<file path="config.mk">
export PLATFORM = sky130hd
export DESIGN_NAME = tree_relay_slew_limited_pwm_top
export DESIGN_NICKNAME = d
export VERILOG_FILES = /design/src/sv/trsp_pkg.sv /design/src/sv/tree_relay_slew_limited_pwm_top.sv /design/src/sv/trsp_core.sv /design/src/sv/trsp_out.sv
export SDC_FILE = /design/constraint.sdc
export NUM_CORES = 1
export LEC_CHECK = 0
export ABC_AREA = 0
export BUFFER_PORTS_ARGS = -buffer_cell sky130_fd_sc_hd__clkbuf_2
export CAP_MARGIN = 5
export CORE_MARGIN = 5
export CORE_UTILIZATION = 33
export DETAILED_ROUTE_END_ITERATION = 8
export HOLD_SLACK_MARGIN = 0.12
export PLACE_DENSITY_LB_ADDON = 0.3
export SLEW_MARGIN = 10
export SYNTH_ARGS = -nofsm -noshare
export SYNTH_HDL_FRONTEND = slang
export SYNTH_HIERARCHICAL = 1
export SYNTH_SLANG_ARGS = --single-unit
</file>
<file path="constraint.sdc">
create_clock -name clk_i -period 3.9 [get_ports clk_i]
set_input_delay 0.39 -clock clk_i [delete_from_list [all_inputs] [get_ports clk_i]]
set_output_delay 0.39 -clock clk_i [all_outputs]
set_load 0.05 [all_outputs]
</file>
<file path="src/sv/trsp_pkg.sv">
// ----------------------------------------------------------------------------
// trsp_pkg: shared types and constants of the tree relay PWM block
// Command codes, phase encoding, register indexes and the result record
// handed from the step logic to the output stage.
// ----------------------------------------------------------------------------
package trsp_pkg;

  localparam int unsigned ByteW    = 8;
  localparam int unsigned CmdW     = 2;
  localparam int unsigned ElapsedW = 16;
  localparam int unsigned CfgIdxW  = 2;
  localparam int unsigned CfgDataW = 16;

  localparam logic [ByteW-1:0]    MsgTimeoutRst = 8'd10;
  localparam logic [ElapsedW-1:0] ShutoffRst    = 16'd1000;
  localparam logic [ByteW-1:0]    SlewRateRst   = 8'd255;
  localparam logic [ElapsedW-1:0] ElapsedMax    = 16'hFFFF;

  // input item kinds
  typedef enum logic [CmdW-1:0] {
    CMD_BYTE = 2'd0,
    CMD_MS   = 2'd1,
    CMD_PWM  = 2'd2
  } cmd_e;

  // command bytes seen in the idle phase
  typedef enum logic [ByteW-1:0] {
    BCMD_ZERO = 8'h00,
    BCMD_SET  = 8'h01,
    BCMD_RAMP = 8'h02
  } bcmd_e;

  typedef enum logic [CfgIdxW-1:0] {
    REG_MSG_TIMEOUT = 2'd0,
    REG_SHUTOFF     = 2'd1
  } reg_idx_e;

  typedef enum logic [3:0] {
    PH_IDLE     = 4'b0001,
    PH_SETPOINT = 4'b0010,
    PH_FORWARD  = 4'b0100,
    PH_RAMP     = 4'b1000
  } phase_e;

  // everything one input item produces; dual marks an echo to both ports
  typedef struct packed {
    logic             tx_valid;
    logic             tx_port;
    logic [ByteW-1:0] tx_byte;
    logic [ByteW-1:0] duty;
    logic [ByteW-1:0] target;
    logic             dual;
  } res_t;

endpackage

</file>
<file path="src/sv/tree_relay_slew_limited_pwm_top.sv">
// ----------------------------------------------------------------------------
// tree_relay_slew_limited_pwm_top: byte relay to two child ports with a
// slew-limited PWM setpoint
// Input register, combinational step logic, result register.
// ----------------------------------------------------------------------------
// Each input item (received byte, millisecond tick or PWM tick) is taken
// into an input register and applied to the relay state once the result
// register can take it; a result passes the input register and the result
// register before it can transfer. Items that give one result are accepted
// every cycle while m_axis_tready is high. A command or ramp-rate echo gives
// two output transfers (port 0, then port 1, the second with tlast) and so
// holds the result register for both transfers, during which one more input
// item is still taken into the input register.
// Configuration writes are taken every cycle and should be made while idle.
module tree_relay_slew_limited_pwm_top (
  input  logic                          clk_i,
  input  logic                          rst_ni,
  // configuration write channel
  input  logic                          cfg_valid_i,
  output logic                          cfg_ready_o,
  input  logic [trsp_pkg::CfgIdxW-1:0]  cfg_index_i,
  input  logic [trsp_pkg::CfgDataW-1:0] cfg_data_i,
  // input items
  input  logic                          s_axis_tvalid,
  output logic                          s_axis_tready,
  input  logic [trsp_pkg::ByteW-1:0]    s_axis_tdata,   // [7:0] rx_byte
  input  logic [trsp_pkg::CmdW-1:0]     s_axis_tuser,   // [1:0] cmd
  // result items
  output logic                          m_axis_tvalid,
  input  logic                          m_axis_tready,
  output logic [3*trsp_pkg::ByteW-1:0]  m_axis_tdata,   // [7:0] tx_byte, [15:8] duty,
                                                        // [23:16] target_level
  output logic [1:0]                    m_axis_tuser,   // [0] tx_valid, [1] tx_port
  output logic                          m_axis_tlast
);
  import trsp_pkg::*;

  logic             in_v_q, in_v_d;
  logic [CmdW-1:0]  in_cmd_q;
  logic [ByteW-1:0] in_byte_q;
  logic             out_free;
  logic             advance;
  logic             s_xfer;
  res_t             step_res;

  assign cfg_ready_o   = 1'b1;
  assign advance       = in_v_q & out_free;
  assign s_axis_tready = ~in_v_q | advance;
  assign s_xfer        = s_axis_tvalid & s_axis_tready;

  always_comb begin
    in_v_d = in_v_q;
    if (s_xfer) begin
      in_v_d = 1'b1;
    end else if (advance) begin
      in_v_d = 1'b0;
    end
  end

  always_ff @(posedge clk_i or negedge rst_ni) begin
    if (!rst_ni) begin
      in_v_q <= 1'b0;
    end else begin
      in_v_q <= in_v_d;
    end
  end

  always_ff @(posedge clk_i) begin
    if (s_xfer) begin
      in_cmd_q  <= s_axis_tuser;
      in_byte_q <= s_axis_tdata;
    end
  end

  trsp_core u_core (
    .clk_i       (clk_i),
    .rst_ni      (rst_ni),
    .cfg_we_i    (cfg_valid_i),
    .cfg_index_i (cfg_index_i),
    .cfg_data_i  (cfg_data_i),
    .advance_i   (advance),
    .cmd_i       (in_cmd_q),
    .byte_i      (in_byte_q),
    .res_o       (step_res)
  );

  trsp_out u_out (
    .clk_i         (clk_i),
    .rst_ni        (rst_ni),
    .load_i        (advance),
    .res_i         (step_res),
    .free_o        (out_free),
    .m_axis_tvalid (m_axis_tvalid),
    .m_axis_tready (m_axis_tready),
    .m_axis_tdata  (m_axis_tdata),
    .m_axis_tuser  (m_axis_tuser),
    .m_axis_tlast  (m_axis_tlast)
  );

endmodule

</file>
<file path="src/sv/trsp_core.sv">
// ----------------------------------------------------------------------------
// trsp_core: relay state and combinational step logic
// Holds phase, elapsed timer, setpoint, ramp rate and duty, plus the two timeout
// registers. Each advance applies one registered input item and presents
// its result record.
// ----------------------------------------------------------------------------
module trsp_core (
  input  logic                            clk_i,
  input  logic                            rst_ni,
  input  logic                            cfg_we_i,
  input  logic [trsp_pkg::CfgIdxW-1:0]    cfg_index_i,
  input  logic [trsp_pkg::CfgDataW-1:0]   cfg_data_i,
  input  logic                            advance_i,
  input  logic [trsp_pkg::CmdW-1:0]       cmd_i,
  input  logic [trsp_pkg::ByteW-1:0]      byte_i,
  output trsp_pkg::res_t                  res_o
);
  import trsp_pkg::*;

  logic [ByteW-1:0]    msg_to_q;
  logic [ElapsedW-1:0] shutoff_q;
  phase_e              phase_q, phase_d;
  logic [ElapsedW-1:0] elapsed_q, elapsed_d;
  logic [ByteW-1:0]    target_q, target_d;
  logic [ByteW-1:0]    slew_q, slew_d;
  logic [ByteW-1:0]    duty_q, duty_d;
  logic                child_q, child_d;

  logic [ElapsedW-1:0] elapsed_inc;
  logic [ByteW:0]      duty_up;
  logic [ByteW-1:0]    duty_dn;
  logic [ByteW-1:0]    duty_slew;

  // slew toward the setpoint, clamping at it
  always_comb begin
    duty_up = {1'b0, duty_q} + {1'b0, slew_q};
    duty_dn = (duty_q >= slew_q) ? (duty_q - slew_q) : '0;
    if (duty_q < target_q) begin
      duty_slew = (duty_up > {1'b0, target_q}) ? target_q : duty_up[ByteW-1:0];
    end else if (duty_q > target_q) begin
      duty_slew = (duty_dn < target_q) ? target_q : duty_dn;
    end else begin
      duty_slew = duty_q;
    end
  end

  assign elapsed_inc = (elapsed_q < ElapsedMax) ? (elapsed_q + 1'b1) : elapsed_q;

  always_comb begin
    phase_d   = phase_q;
    elapsed_d = elapsed_q;
    target_d  = target_q;
    slew_d    = slew_q;
    duty_d    = duty_q;
    child_d   = child_q;
    res_o     = '0;

    case (cmd_i)
      CMD_BYTE: begin
        elapsed_d = '0;
        case (phase_q)
          PH_IDLE: begin
            if (byte_i == BCMD_ZERO) begin
              target_d = '0;
            end else if (byte_i == BCMD_SET) begin
              phase_d = PH_SETPOINT;
            end else if (byte_i == BCMD_RAMP) begin
              phase_d = PH_RAMP;
            end
            res_o.tx_valid = 1'b1;
            res_o.tx_byte  = byte_i;
            res_o.dual     = 1'b1;
          end
          PH_SETPOINT: begin
            target_d = byte_i;
            child_d  = 1'b0;
            phase_d  = PH_FORWARD;
          end
          PH_FORWARD: begin
            child_d        = ~child_q;
            res_o.tx_valid = 1'b1;
            res_o.tx_port  = child_q;
            res_o.tx_byte  = byte_i;
          end
          default: begin
            slew_d         = byte_i;
            phase_d        = PH_IDLE;
            res_o.tx_valid = 1'b1;
            res_o.tx_byte  = byte_i;
            res_o.dual     = 1'b1;
          end
        endcase
      end
      CMD_MS: begin
        elapsed_d = elapsed_inc;
        if (phase_q == PH_IDLE) begin
          if (elapsed_inc >= shutoff_q) begin
            target_d  = '0;
            elapsed_d = '0;
          end
        end else if (elapsed_inc >= {{(ElapsedW-ByteW){1'b0}}, msg_to_q}) begin
          phase_d   = PH_IDLE;
          elapsed_d = '0;
        end
      end
      CMD_PWM: begin
        duty_d = duty_slew;
      end
      default: begin
      end
    endcase

    res_o.duty   = duty_d;
    res_o.target = target_d;
  end

  always_ff @(posedge clk_i or negedge rst_ni) begin
    if (!rst_ni) begin
      msg_to_q  <= MsgTimeoutRst;
      shutoff_q <= ShutoffRst;
    end else if (cfg_we_i) begin
      case (cfg_index_i)
        REG_MSG_TIMEOUT: msg_to_q  <= cfg_data_i[ByteW-1:0];
        REG_SHUTOFF:     shutoff_q <= cfg_data_i[ElapsedW-1:0];
        default: begin
        end
      endcase
    end
  end

  always_ff @(posedge clk_i or negedge rst_ni) begin
    if (!rst_ni) begin
      phase_q   <= PH_IDLE;
      elapsed_q <= '0;
      target_q  <= '0;
      slew_q    <= SlewRateRst;
      duty_q    <= '0;
      child_q   <= 1'b0;
    end else if (advance_i) begin
      phase_q   <= phase_d;
      elapsed_q <= elapsed_d;
      target_q  <= target_d;
      slew_q    <= slew_d;
      duty_q    <= duty_d;
      child_q   <= child_d;
    end
  end

endmodule

</file>
<file path="src/sv/trsp_out.sv">
// ----------------------------------------------------------------------------
// trsp_out: result register and echo serializer
// Holds one item's result record and sends it as one or two transfers;
// an echo goes to port 0 first, then to port 1.
// ----------------------------------------------------------------------------
module trsp_out (
  input  logic                          clk_i,
  input  logic                          rst_ni,
  input  logic                          load_i,
  input  trsp_pkg::res_t                res_i,
  output logic                          free_o,
  output logic                          m_axis_tvalid,
  input  logic                          m_axis_tready,
  output logic [3*trsp_pkg::ByteW-1:0]  m_axis_tdata,
  output logic [1:0]                    m_axis_tuser,
  output logic                          m_axis_tlast
);
  import trsp_pkg::*;

  logic res_v_q, res_v_d;
  logic sel_q, sel_d;
  res_t res_q;
  logic xfer;
  logic is_last;

  assign is_last = ~res_q.dual | sel_q;
  assign xfer    = res_v_q & m_axis_tready;
  assign free_o  = ~res_v_q | (xfer & is_last);

  always_comb begin
    res_v_d = res_v_q;
    sel_d   = sel_q;
    if (load_i) begin
      res_v_d = 1'b1;
      sel_d   = 1'b0;
    end else if (xfer) begin
      if (is_last) begin
        res_v_d = 1'b0;
      end else begin
        sel_d = 1'b1;
      end
    end
  end

  always_ff @(posedge clk_i or negedge rst_ni) begin
    if (!rst_ni) begin
      res_v_q <= 1'b0;
      sel_q   <= 1'b0;
    end else begin
      res_v_q <= res_v_d;
      sel_q   <= sel_d;
    end
  end

  always_ff @(posedge clk_i) begin
    if (load_i) begin
      res_q <= res_i;
    end
  end

  assign m_axis_tvalid = res_v_q;
  assign m_axis_tlast  = is_last;
  assign m_axis_tuser  = {(res_q.dual ? sel_q : res_q.tx_port), res_q.tx_valid};
  assign m_axis_tdata  = {res_q.target, res_q.duty, res_q.tx_byte};

endmodule
</file>
==> metrics.cfg, run 1 <==
[run_status]
outcome = finished clean

[timing]
setup_violations = 0
period_share = 0.975
rsz0062_at_grt = yes
timing.hold.ws_ns = 0.185
skew_ns = 0.0142
relSlewSlack = 0.363
hold_violations = 0
drv_slew = 0
setup_ws_ns = 0.0971
fin_crit_ns = 3.80
max_freq_mhz = 263
worst_pin_slew_ns = 0.956

[floorplan]
core.rowCount = 54
die_h_um = 158
fp.coreArea_um2 = 21800
ioPinCount = 63
die_w_um = 158
start_util = 0.334
die_area_um2 = 25100

[cts]
cts.path.max_buffers = 2
cts.htree.levels = 3
hold_buffers = 0
cts_sinks = 109
clockRootBuffer = clkbuf_16
cts_tree = done
clkLatencyLatePin_ns = 0.36
cts_buffers = 9
clk_pin_slew_ns = 0.08

[grt]
grt_max_degree = 73
grt_pass1_vias = 5841
gr-total-overflow = 0
grt_antenna_before_repair = 0
grt_pass1_wl_um = 30300
grt_util_all_layers = 0.152

[setup_path]
cp_max_fo = 7
critPathArrivalTime_ns = 3.92
critPathCaptureType = flop
critical_path_class = reg2reg
critPathRequiredTime_ns = 4.02
cp-start-kind = flop

[logic_synthesis]
synth.most_common_cell = nand2_1
seq_area_frac_synth = 0.404
ys_warn_count = 6
yosysTopAreaCell = dfrtp_1
syn_area_um2 = 7270
ys.flop_type = dfrtp_1
yosys.cell_types.count = 81
synth_common_cells = 67 x nand2_1, 63 x ha_1, 56 x inv_1
synth-edff-count = 37
syn_avg_cell_area_um2 = 9.77
synth-seq-cells = 109
async_flop_share = 0.661
syn-instance-count = 744
syn_nets = 842
synthTopCellsByArea = dfrtp_1 19%, edfxtp_1 15%, ha_1 11%, dfstp_2 6.1%, o21ai_0 3.6%
synth_top_area_share = 0.189

[route]
drc = 0
first_pass_iters = 5
vias_per_cell = 5.18
first_iter_violations = 423
wire_per_inst_um = 16.9
wl_um = 19000
vias = 5798
ant_nets = 0

[flow_run]
maxCapViolations = 0

[placed_design]
dp_slack_ns = -0.282
portBuffers = 61
dpl_cell_area_um2 = 8050
gp_congestion = 0.878
dp_hpwl_um = 14200

[power]
peakVddDrop_mv = 0.491
p_total_w = 0.00795
p_leak_nw = 3.97
p_per_area_nw_per_um2 = 910

[finish]
drive_above_1_share = 0.300
nFillCells = 2140
diodes = 0
fin_area_um2 = 8740
areaGrowthSynthToFinish_pct = 20.2
utilization = 0.402
nets = 932

[min_path]
hold_class = in2async

[worst max-delay path: stages, from the launching register on]
cell	delay, ns
dfstp_2	0.55
ha_1	0.25
fa_2	0.24
nor2b_1	0.06
o21a_1	0.20
buf_4	0.14
a2111o_1	0.41
a32oi_2	0.20
ha_1	0.28
nand2_1	0.06
o21a_1	0.16
nand3_2	0.11
o21ai_4	0.21
buf_6	0.17
mux2i_4	0.24
o22ai_2	0.11
a22o_1	0.18
[repair_timing]
action | CTS | global route
buffers inserted | 1 | 3
gates cloned | 0 | 2
resized for setup | 10 | 63
pin swaps | 5 | 20
setup endpoints to repair | 16 | 25
[power by group]
| group | internal, W | switching (W) |
|---|---|---|
| Clock | 0.000502 | 0.000445 |
| Sequential | 0.00157 | 0.000206 |
| Combinational | 0.00224 | 0.00298 |
| Total | 0.00431 | 0.00363 |
[logic make-up (layout without fill, tap and decap cells)]
kind of cell             count (synthesis)  after routing  synth area share
AO/OA/AOI/OAI                          200            200             0.190
AND/OR/NAND/NOR                        223            223             0.160
flip-flops                             109            109             0.404
XOR/XNOR                                15             15            0.0181
other                                    1              1          0.000516
adder cells (fa/ha/maj)                 65             65             0.114
buffers and inverters                  104            199            0.0737
multiplexers                            27             27            0.0408
[flip-flops by register name, indices dropped and copies added (netlist names)]
register	flops
u_out/res_q	2
u_core/duty_q	8
in_v_q	1
in_byte_q	8
u_core/phase_q	4
u_core/elapsed_q	16
u_core/target_q	8
u_core/msg_to_q	8
u_core/slew_q	8
u_out/sel_q	1
u_core/child_q	1
u_out/m_axis_tdata	24
u_out/m_axis_tuser	1
in_cmd_q	2
u_core/shutoff_q	16
u_out/m_axis_tvalid	1
[layout by cell type (no fill, tap or decap), drive strengths merged, types with 10 or more instances in the layout]
cell    instances
a21o           21
a21oi          36
a22o           15
and3           13
buf            66
clkbuf         72
dfrtp          55
dfstp          17
edfxtp         37
ha             63
inv            57
mux2           21
nand2          67
nand2b         13
nand3          18
nand4          10
nor2           40
nor2b          10
nor3           13
o21ai          52
xnor2          10
[final cells by class]
type | count | area (um^2) | share of cell area
clock buffer | 12 | 236 | 0.0271
multi-input combinational | 531 | 4140 | 0.473
clock inverter | 4 | 51.3 | 0.00587
timing repair buffer | 127 | 818 | 0.0937
tap | 280 | 350 | 0.0401
inverter | 56 | 210 | 0.0241
sequential | 109 | 2930 | 0.336
[through the flow]
stage                     setup TNS [ns]  std cells
after floorplan                        0        744
after global placement             -2.13       1097
after detailed placement           -2.07       1097
after CTS                              0       1114
after global routing              -0.563       1119
final                                  0       1119
[per-layer routing]
layer  track usage  wire length, um
met1         0.211             9090
met2         0.244             8890
met3        0.0285              674
met4        0.0374              299
met5             0                0
[worst paths after layout]
check | startpoint | to | slack [ns] | cells after the start
worst min-delay path | rst_ni | u_core/elapsed_q[12]$_DFFE_PN0P_ | 0.19 | 1
max in group asynchronous | rst_ni | u_core/duty_q[1]$_DFFE_PN0P_ | 3.11 | 1
worst max register to register | u_core/slew_q[0]$_DFFE_PN1P_ | u_out/m_axis_tdata[10]$_DFFE_PP_ | 0.1 | 16
worst min register to register | u_core/child_q$_DFFE_PN0P_ | u_core/child_q$_DFFE_PN0P_ | 0.50 | 1
min in group clk_i | s_axis_tdata[0] | in_byte_q[0]$_DFFE_PP_ | 0.20 | 1
worst max-delay path | u_core/slew_q[0]$_DFFE_PN1P_ | u_out/m_axis_tdata[10]$_DFFE_PP_ | 0.1 | 16
Power figures use the tool's default switching activity.
==> run 2, diff against run 1 <==
--- a/config.mk
+++ b/config.mk
@@ -12,6 +12,7 @@
 export CORE_UTILIZATION = 33
 export DETAILED_ROUTE_END_ITERATION = 8
 export HOLD_SLACK_MARGIN = 0.12
+export MAX_ROUTING_LAYER = met4
 export PLACE_DENSITY_LB_ADDON = 0.3
 export SLEW_MARGIN = 10
 export SYNTH_ARGS = -nofsm -noshare
==> constraint.sdc (replaced) <==
create_clock -name clk_i -period 4.35 [get_ports clk_i]
set_input_delay 0.435 -clock clk_i [delete_from_list [all_inputs] [get_ports clk_i]]
set_output_delay 0.435 -clock clk_i [all_outputs]
set_load 0.05 [all_outputs]
==> metrics.cfg, run 2 (synthesis results as in run 1) <==
[run_status]
outcome = finished clean

[cts]
cts.path.max_buffers = 2
hold_buffers = 0
post_cts_buffers = 0
cts_tree = done
cts_buffers = 9
clk_pin_slew_ns = 0.07
clockRootBuffer = clkbuf_16
post_cts_resized = 0
clkLatencyLatePin_ns = 0.35
cts.htree.levels = 3
cts_sinks = 109

[route]
first_pass_iters = 5
wire_per_inst_um = 16.8
drc = 0
vias_per_cell = 5.25
first_iter_violations = 359
vias = 5619
wl_um = 17900
ant_nets = 0

[setup_path]
slowest_delay_ns = 0.42
critPathCaptureType = flop
critical_path_class = reg2reg
slowest_stage = fa_1
cp-start-kind = flop
critPathArrivalTime_ns = 4.16
cp_cell_sequence = ha_1 -> fa_1 -> nor2b_1 -> o311ai_0 -> buf_4 -> nand2_1 -> xnor2_1 -> ha_1 -> nand4_1 -> a2111oi_0 -> a21oi_1 -> a21oi_1 -> buf_4 -> nor2_1 -> a21oi_1 -> o22ai_1 -> a21o_1
cp_common_cell = a21oi_1
cp_max_fo = 12
r2r_setup_slack_ns = 0.30
critPathRequiredTime_ns = 4.46
path_buf_inv = 2
crit_family = compound AO/OA/AOI/OAI gates

[finish]
diodes = 0
drive_above_1_share = 0.205
nets = 883
areaGrowthSynthToFinish_pct = 10.9
largest_reg_flops = 24
nFillCells = 2224
final_cell_mix = 67 x nand2_1, 63 x ha_1, 60 x clkbuf_2
layout_commonest_cell = nand2_1
stdcell_count = 1070

[timing]
relSlewSlack = 0.347
setup_violations = 0
final.setup.tns_ns = 0
max_freq_mhz = 247
drv_slew = 0
rsz0062_at_grt = no
fin_crit_ns = 4.05
timing.hold.ws_ns = 0.226
period_share = 0.931
skew_ns = 0.00677
hold_violations = 0
worst_pin_slew_ns = 0.979

[placed_design]
dp_cells = 1054
portBuffers = 61
gp_congestion = 0.891
dp_hpwl_um = 13700

[floorplan]
ioPinCount = 63
die_h_um = 158
fp.coreArea_um2 = 21800
start_util = 0.334
core.rowCount = 54
die_w_um = 158
die_area_um2 = 25100

[flow_run]
maxCapViolations = 0

[power]
switching_share = 0.470
p_clk_frac = 0.150
p_sw_w = 0.00279
comb_power_share = 0.579
internal-power_w = 0.00314
p_leak_nw = 3.70
seqPwrFrac = 0.271
peakVddDrop_mv = 0.340
p_per_area_nw_per_um2 = 735

[grt]
grt_util_all_layers = 0.152
grt_pass1_wl_um = 29700
grt_max_degree = 73
grt_antenna_before_repair = 0
gr-total-overflow = 0
grt_pass1_vias = 5533

[min_path]
hold_class = in2async

-- run 2: cell count changes in the layout (fill, tap and decap cells not counted), sizes merged --
cell / change
buf: -48
bufinv: -1
clkdlybuf4s15: -1
clkinvlp: -1
inv: +2
-- run 2: routing by layer --
layer / share of wire / track usage
met5: 0 / -
met4: 0.013 / 0.0353
met3: 0.043 / 0.0250
met2: 0.46 / 0.233
met1: 0.48 / 0.212
-- run 2: power by group through the flow --
stage | Sequential [W] | Clock (W) | Combinational, W
after floorplan | 0.00157 | 0 | 0.00266
after global placement | 0.00162 | 0 | 0.00337
after detailed placement | 0.00163 | 0 | 0.00337
after CTS | 0.00161 | 0.000914 | 0.00339
after global routing | 0.00165 | 0.000957 | 0.00377
final | 0.00161 | 0.000887 | 0.00343
-- run 2: metrics by stage --
| stage | setup slack (ns) | power, W | instance area, um^2 | util |
|---|---|---|---|---|
| floorplan | 0.370 | 0.00423 | 7270 | - |
| global placement | 0.291 | 0.00500 | 7730 | 0.355 |
| detailed placement | 0.214 | 0.00500 | 7730 | 0.355 |
| CTS | 0.193 | 0.00591 | 8050 | 0.370 |
| global route | 0.00739 | 0.00637 | 8060 | 0.370 |
| finish | 0.301 | 0.00593 | 8060 | 0.370 |
-- run 2: cell type report --
| type | instances | area (um^2) | share of cell area |
|---|---|---|---|
| multi-input combinational | 531 | 3810 | 0.473 |
| sequential | 109 | 2930 | 0.364 |
| timing repair buffer | 78 | 435 | 0.0540 |
| tap | 280 | 350 | 0.0435 |
| clock buffer | 12 | 289 | 0.0359 |
| inverter | 56 | 210 | 0.0261 |
| clock inverter | 4 | 31.3 | 0.00388 |
-- run 2: worst register-to-register path, cell delays in order (launching register included) --
cell and delay, ns:
dfrtp_1 0.41, ha_1 0.23, fa_1 0.42, nor2b_1 0.17, o311ai_0 0.32, buf_4 0.18, nand2_1 0.06, xnor2_1 0.17
ha_1 0.32, nand4_1 0.09, a2111oi_0 0.38, a21oi_1 0.10, a21oi_1 0.22, buf_4 0.22, nor2_1 0.05, a21oi_1 0.19
o22ai_1 0.12, a21o_1 0.16
-- run 2: final timing paths --
kind,from,to,cells after the start
setup / recovery,u_core/duty_q[0]$_DFFE_PN0P_,u_out/m_axis_tdata[13]$_DFFE_PP_,17
max in group asynchronous,rst_ni,u_core/duty_q[3]$_DFFE_PN0P_,1
setup reg to reg,u_core/duty_q[0]$_DFFE_PN0P_,u_out/m_axis_tdata[13]$_DFFE_PP_,17
hold / removal,rst_ni,u_core/shutoff_q[15]$_DFFE_PN0P_,1
hold reg to reg,u_core/child_q$_DFFE_PN0P_,u_core/child_q$_DFFE_PN0P_,1
min in group clk_i,s_axis_tdata[1],in_byte_q[1]$_DFFE_PP_,1
==> run 3, diff against run 2 <==
--- a/config.mk
+++ b/config.mk
@@ -14,6 +14,7 @@
 export HOLD_SLACK_MARGIN = 0.12
 export MAX_ROUTING_LAYER = met4
 export PLACE_DENSITY_LB_ADDON = 0.3
+export REMOVE_ABC_BUFFERS = 1
 export SLEW_MARGIN = 10
 export SYNTH_ARGS = -nofsm -noshare
 export SYNTH_HDL_FRONTEND = slang
==> constraint.sdc (replaced) <==
create_clock -name clk_i -period 5 [get_ports clk_i]
set_input_delay 0.5 -clock clk_i [delete_from_list [all_inputs] [get_ports clk_i]]
set_output_delay 0.5 -clock clk_i [all_outputs]
set_load 0.05 [all_outputs]
==> metrics.cfg, run 3 (synthesis results as in run 1) <==
[run_status]
outcome = finished clean

[finish]
register_area_um2 = 2930
nets = 873
final_cell_mix = 67 x nand2_1, 63 x ha_1, 60 x clkbuf_2
largest_reg_flops = 24
multi_input_area_um2 = 3800
layout_commonest_cell = nand2_1
areaGrowthSynthToFinish_pct = 9.90
nFillCells = 2241
diodes = 0
drive_above_1_share = 0.192

[floorplan]
ioPinCount = 63
core.rowCount = 54
die_h_um = 158
die_w_um = 158
die_area_um2 = 25100
fp.coreArea_um2 = 21800
start_util = 0.334

[flow_run]
maxCapViolations = 0

[grt]
grt_pass1_vias = 5510
grt_util_all_layers = 0.148
grt_max_degree = 73
gr-total-overflow = 0
grt_antenna_before_repair = 0
grt_pass1_wl_um = 28900

[cts]
cts.path.max_buffers = 2
clkLatencyLatePin_ns = 0.36
clockRootBuffer = clkbuf_16
cts_buffers = 9
cts.htree.levels = 3
clk_pin_slew_ns = 0.09
post_cts_resized = 0
post_cts_buffers = 0
cts_tree = done
hold_buffers = 0
cts_sinks = 109

[route]
ant_nets = 0
wl_um = 17700
first_pass_iters = 5
wire_per_inst_um = 16.7
vias_per_cell = 5.33
drc = 0
first_iter_violations = 476
vias = 5645

[setup_path]
critPathArrivalTime_ns = 4.62
cp-start-kind = flop
reg2regPathDepth = 17
worst_r2r_endpoint = u_core/duty_q[0]$_DFFE_PN0P_
cp_max_fo = 14
critPathCaptureType = flop
critPathRequiredTime_ns = 5.25
reg2reg_from = u_core/slew_q[3]$_DFFE_PN1P_
r2r_setup_slack_ns = 0.62
critical_path_class = reg2reg

[placed_design]
gp_congestion = 0.910
dp_hpwl_um = 13400
portBuffers = 61

[timing]
max_freq_mhz = 228
hold_violations = 0
fin_crit_ns = 4.38
setup_violations = 0
rsz0062_at_grt = no
timing.hold.ws_ns = 0.285
relSlewSlack = 0.350
final.setup.tns_ns = 0
drv_slew = 0
worst_pin_slew_ns = 0.975
period_share = 0.876
skew_ns = 0.0135

[power]
p_per_area_nw_per_um2 = 642
p_leak_nw = 3.64
peakVddDrop_mv = 0.272

[min_path]
hold_class = in2async

-- run 3: where the power goes --
part	switching, W	internal [W]
Clock	0.000392	0.000413
Combinational	0.00187	0.00106
Sequential	0.000176	0.00122
-- run 3: worst max-delay path, stage by stage, from the launching register on --
cell and delay [ns]:
dfstp_2 0.54, inv_1 0.05, ha_1 0.42, or2_2 0.35, o21a_1 0.16, o21ai_0 0.27, and2_1 0.46, nor2_1 0.11
ha_1 0.30, a211oi_1 0.28, nor2b_1 0.19, o31ai_1 0.08, o21ai_0 0.07, buf_4 0.22, mux2_2 0.36, nand3_1 0.08
o21ai_0 0.13, a21o_1 0.19
-- run 3: cell type report --
class,count,share of cell area
flip-flops and latches,109,0.367
clock buffers,9,0.0282
repair buffers,68,0.0451
clock inverters,7,0.0135
inverters,56,0.0263
multi-input cells,531,0.476
well taps,280,0.0439
-- run 3: stage by stage --
stage / worst slack [ns] / util / area, um^2 / total power [W] / std cells
after CTS: 0.688 / 0.367 / 7990 / 0.00514 / 1060
final: 0.622 / 0.367 / 7990 / 0.00513 / 1060
after global routing: 0.354 / 0.367 / 7990 / 0.00552 / 1060
after floorplan: 0.718 / - / 6940 / 0.00352 / 696
after detailed placement: 0.703 / 0.352 / 7660 / 0.00430 / 1044
after global placement: 0.739 / 0.352 / 7660 / 0.00429 / 1044
-- run 3: worst max path at each step --
| stage | endpoint | startpoint | slack, ns |
|---|---|---|---|
| final | u_core/duty_q[0]$_DFFE_PN0P_ | u_core/slew_q[3]$_DFFE_PN1P_ | 0.62 |
| after global placement | u_core/duty_q[0]$_DFFE_PN0P_ | u_core/slew_q[3]$_DFFE_PN1P_ | 0.74 |
| after CTS | u_core/duty_q[0]$_DFFE_PN0P_ | u_core/slew_q[3]$_DFFE_PN1P_ | 0.69 |
| after detailed placement | u_core/duty_q[0]$_DFFE_PN0P_ | u_core/slew_q[3]$_DFFE_PN1P_ | 0.70 |
| after global routing | u_out/m_axis_tdata[12]$_DFFE_PP_ | u_core/duty_q[0]$_DFFE_PN0P_ | 0.35 |
| after floorplan | u_out/m_axis_tdata[8]$_DFFE_PP_ | u_core/slew_q[3]$_DFFE_PN1P_ | 0.72 |
-- run 3: layer usage --
metal  wire length (um)  global-route usage  up-vias
met5                  0                   -        -
met4                191              0.0386        0
met3                597              0.0209       15
met2               8270               0.230      114
met1               8660               0.205     2748
li1                   -                   -     2768
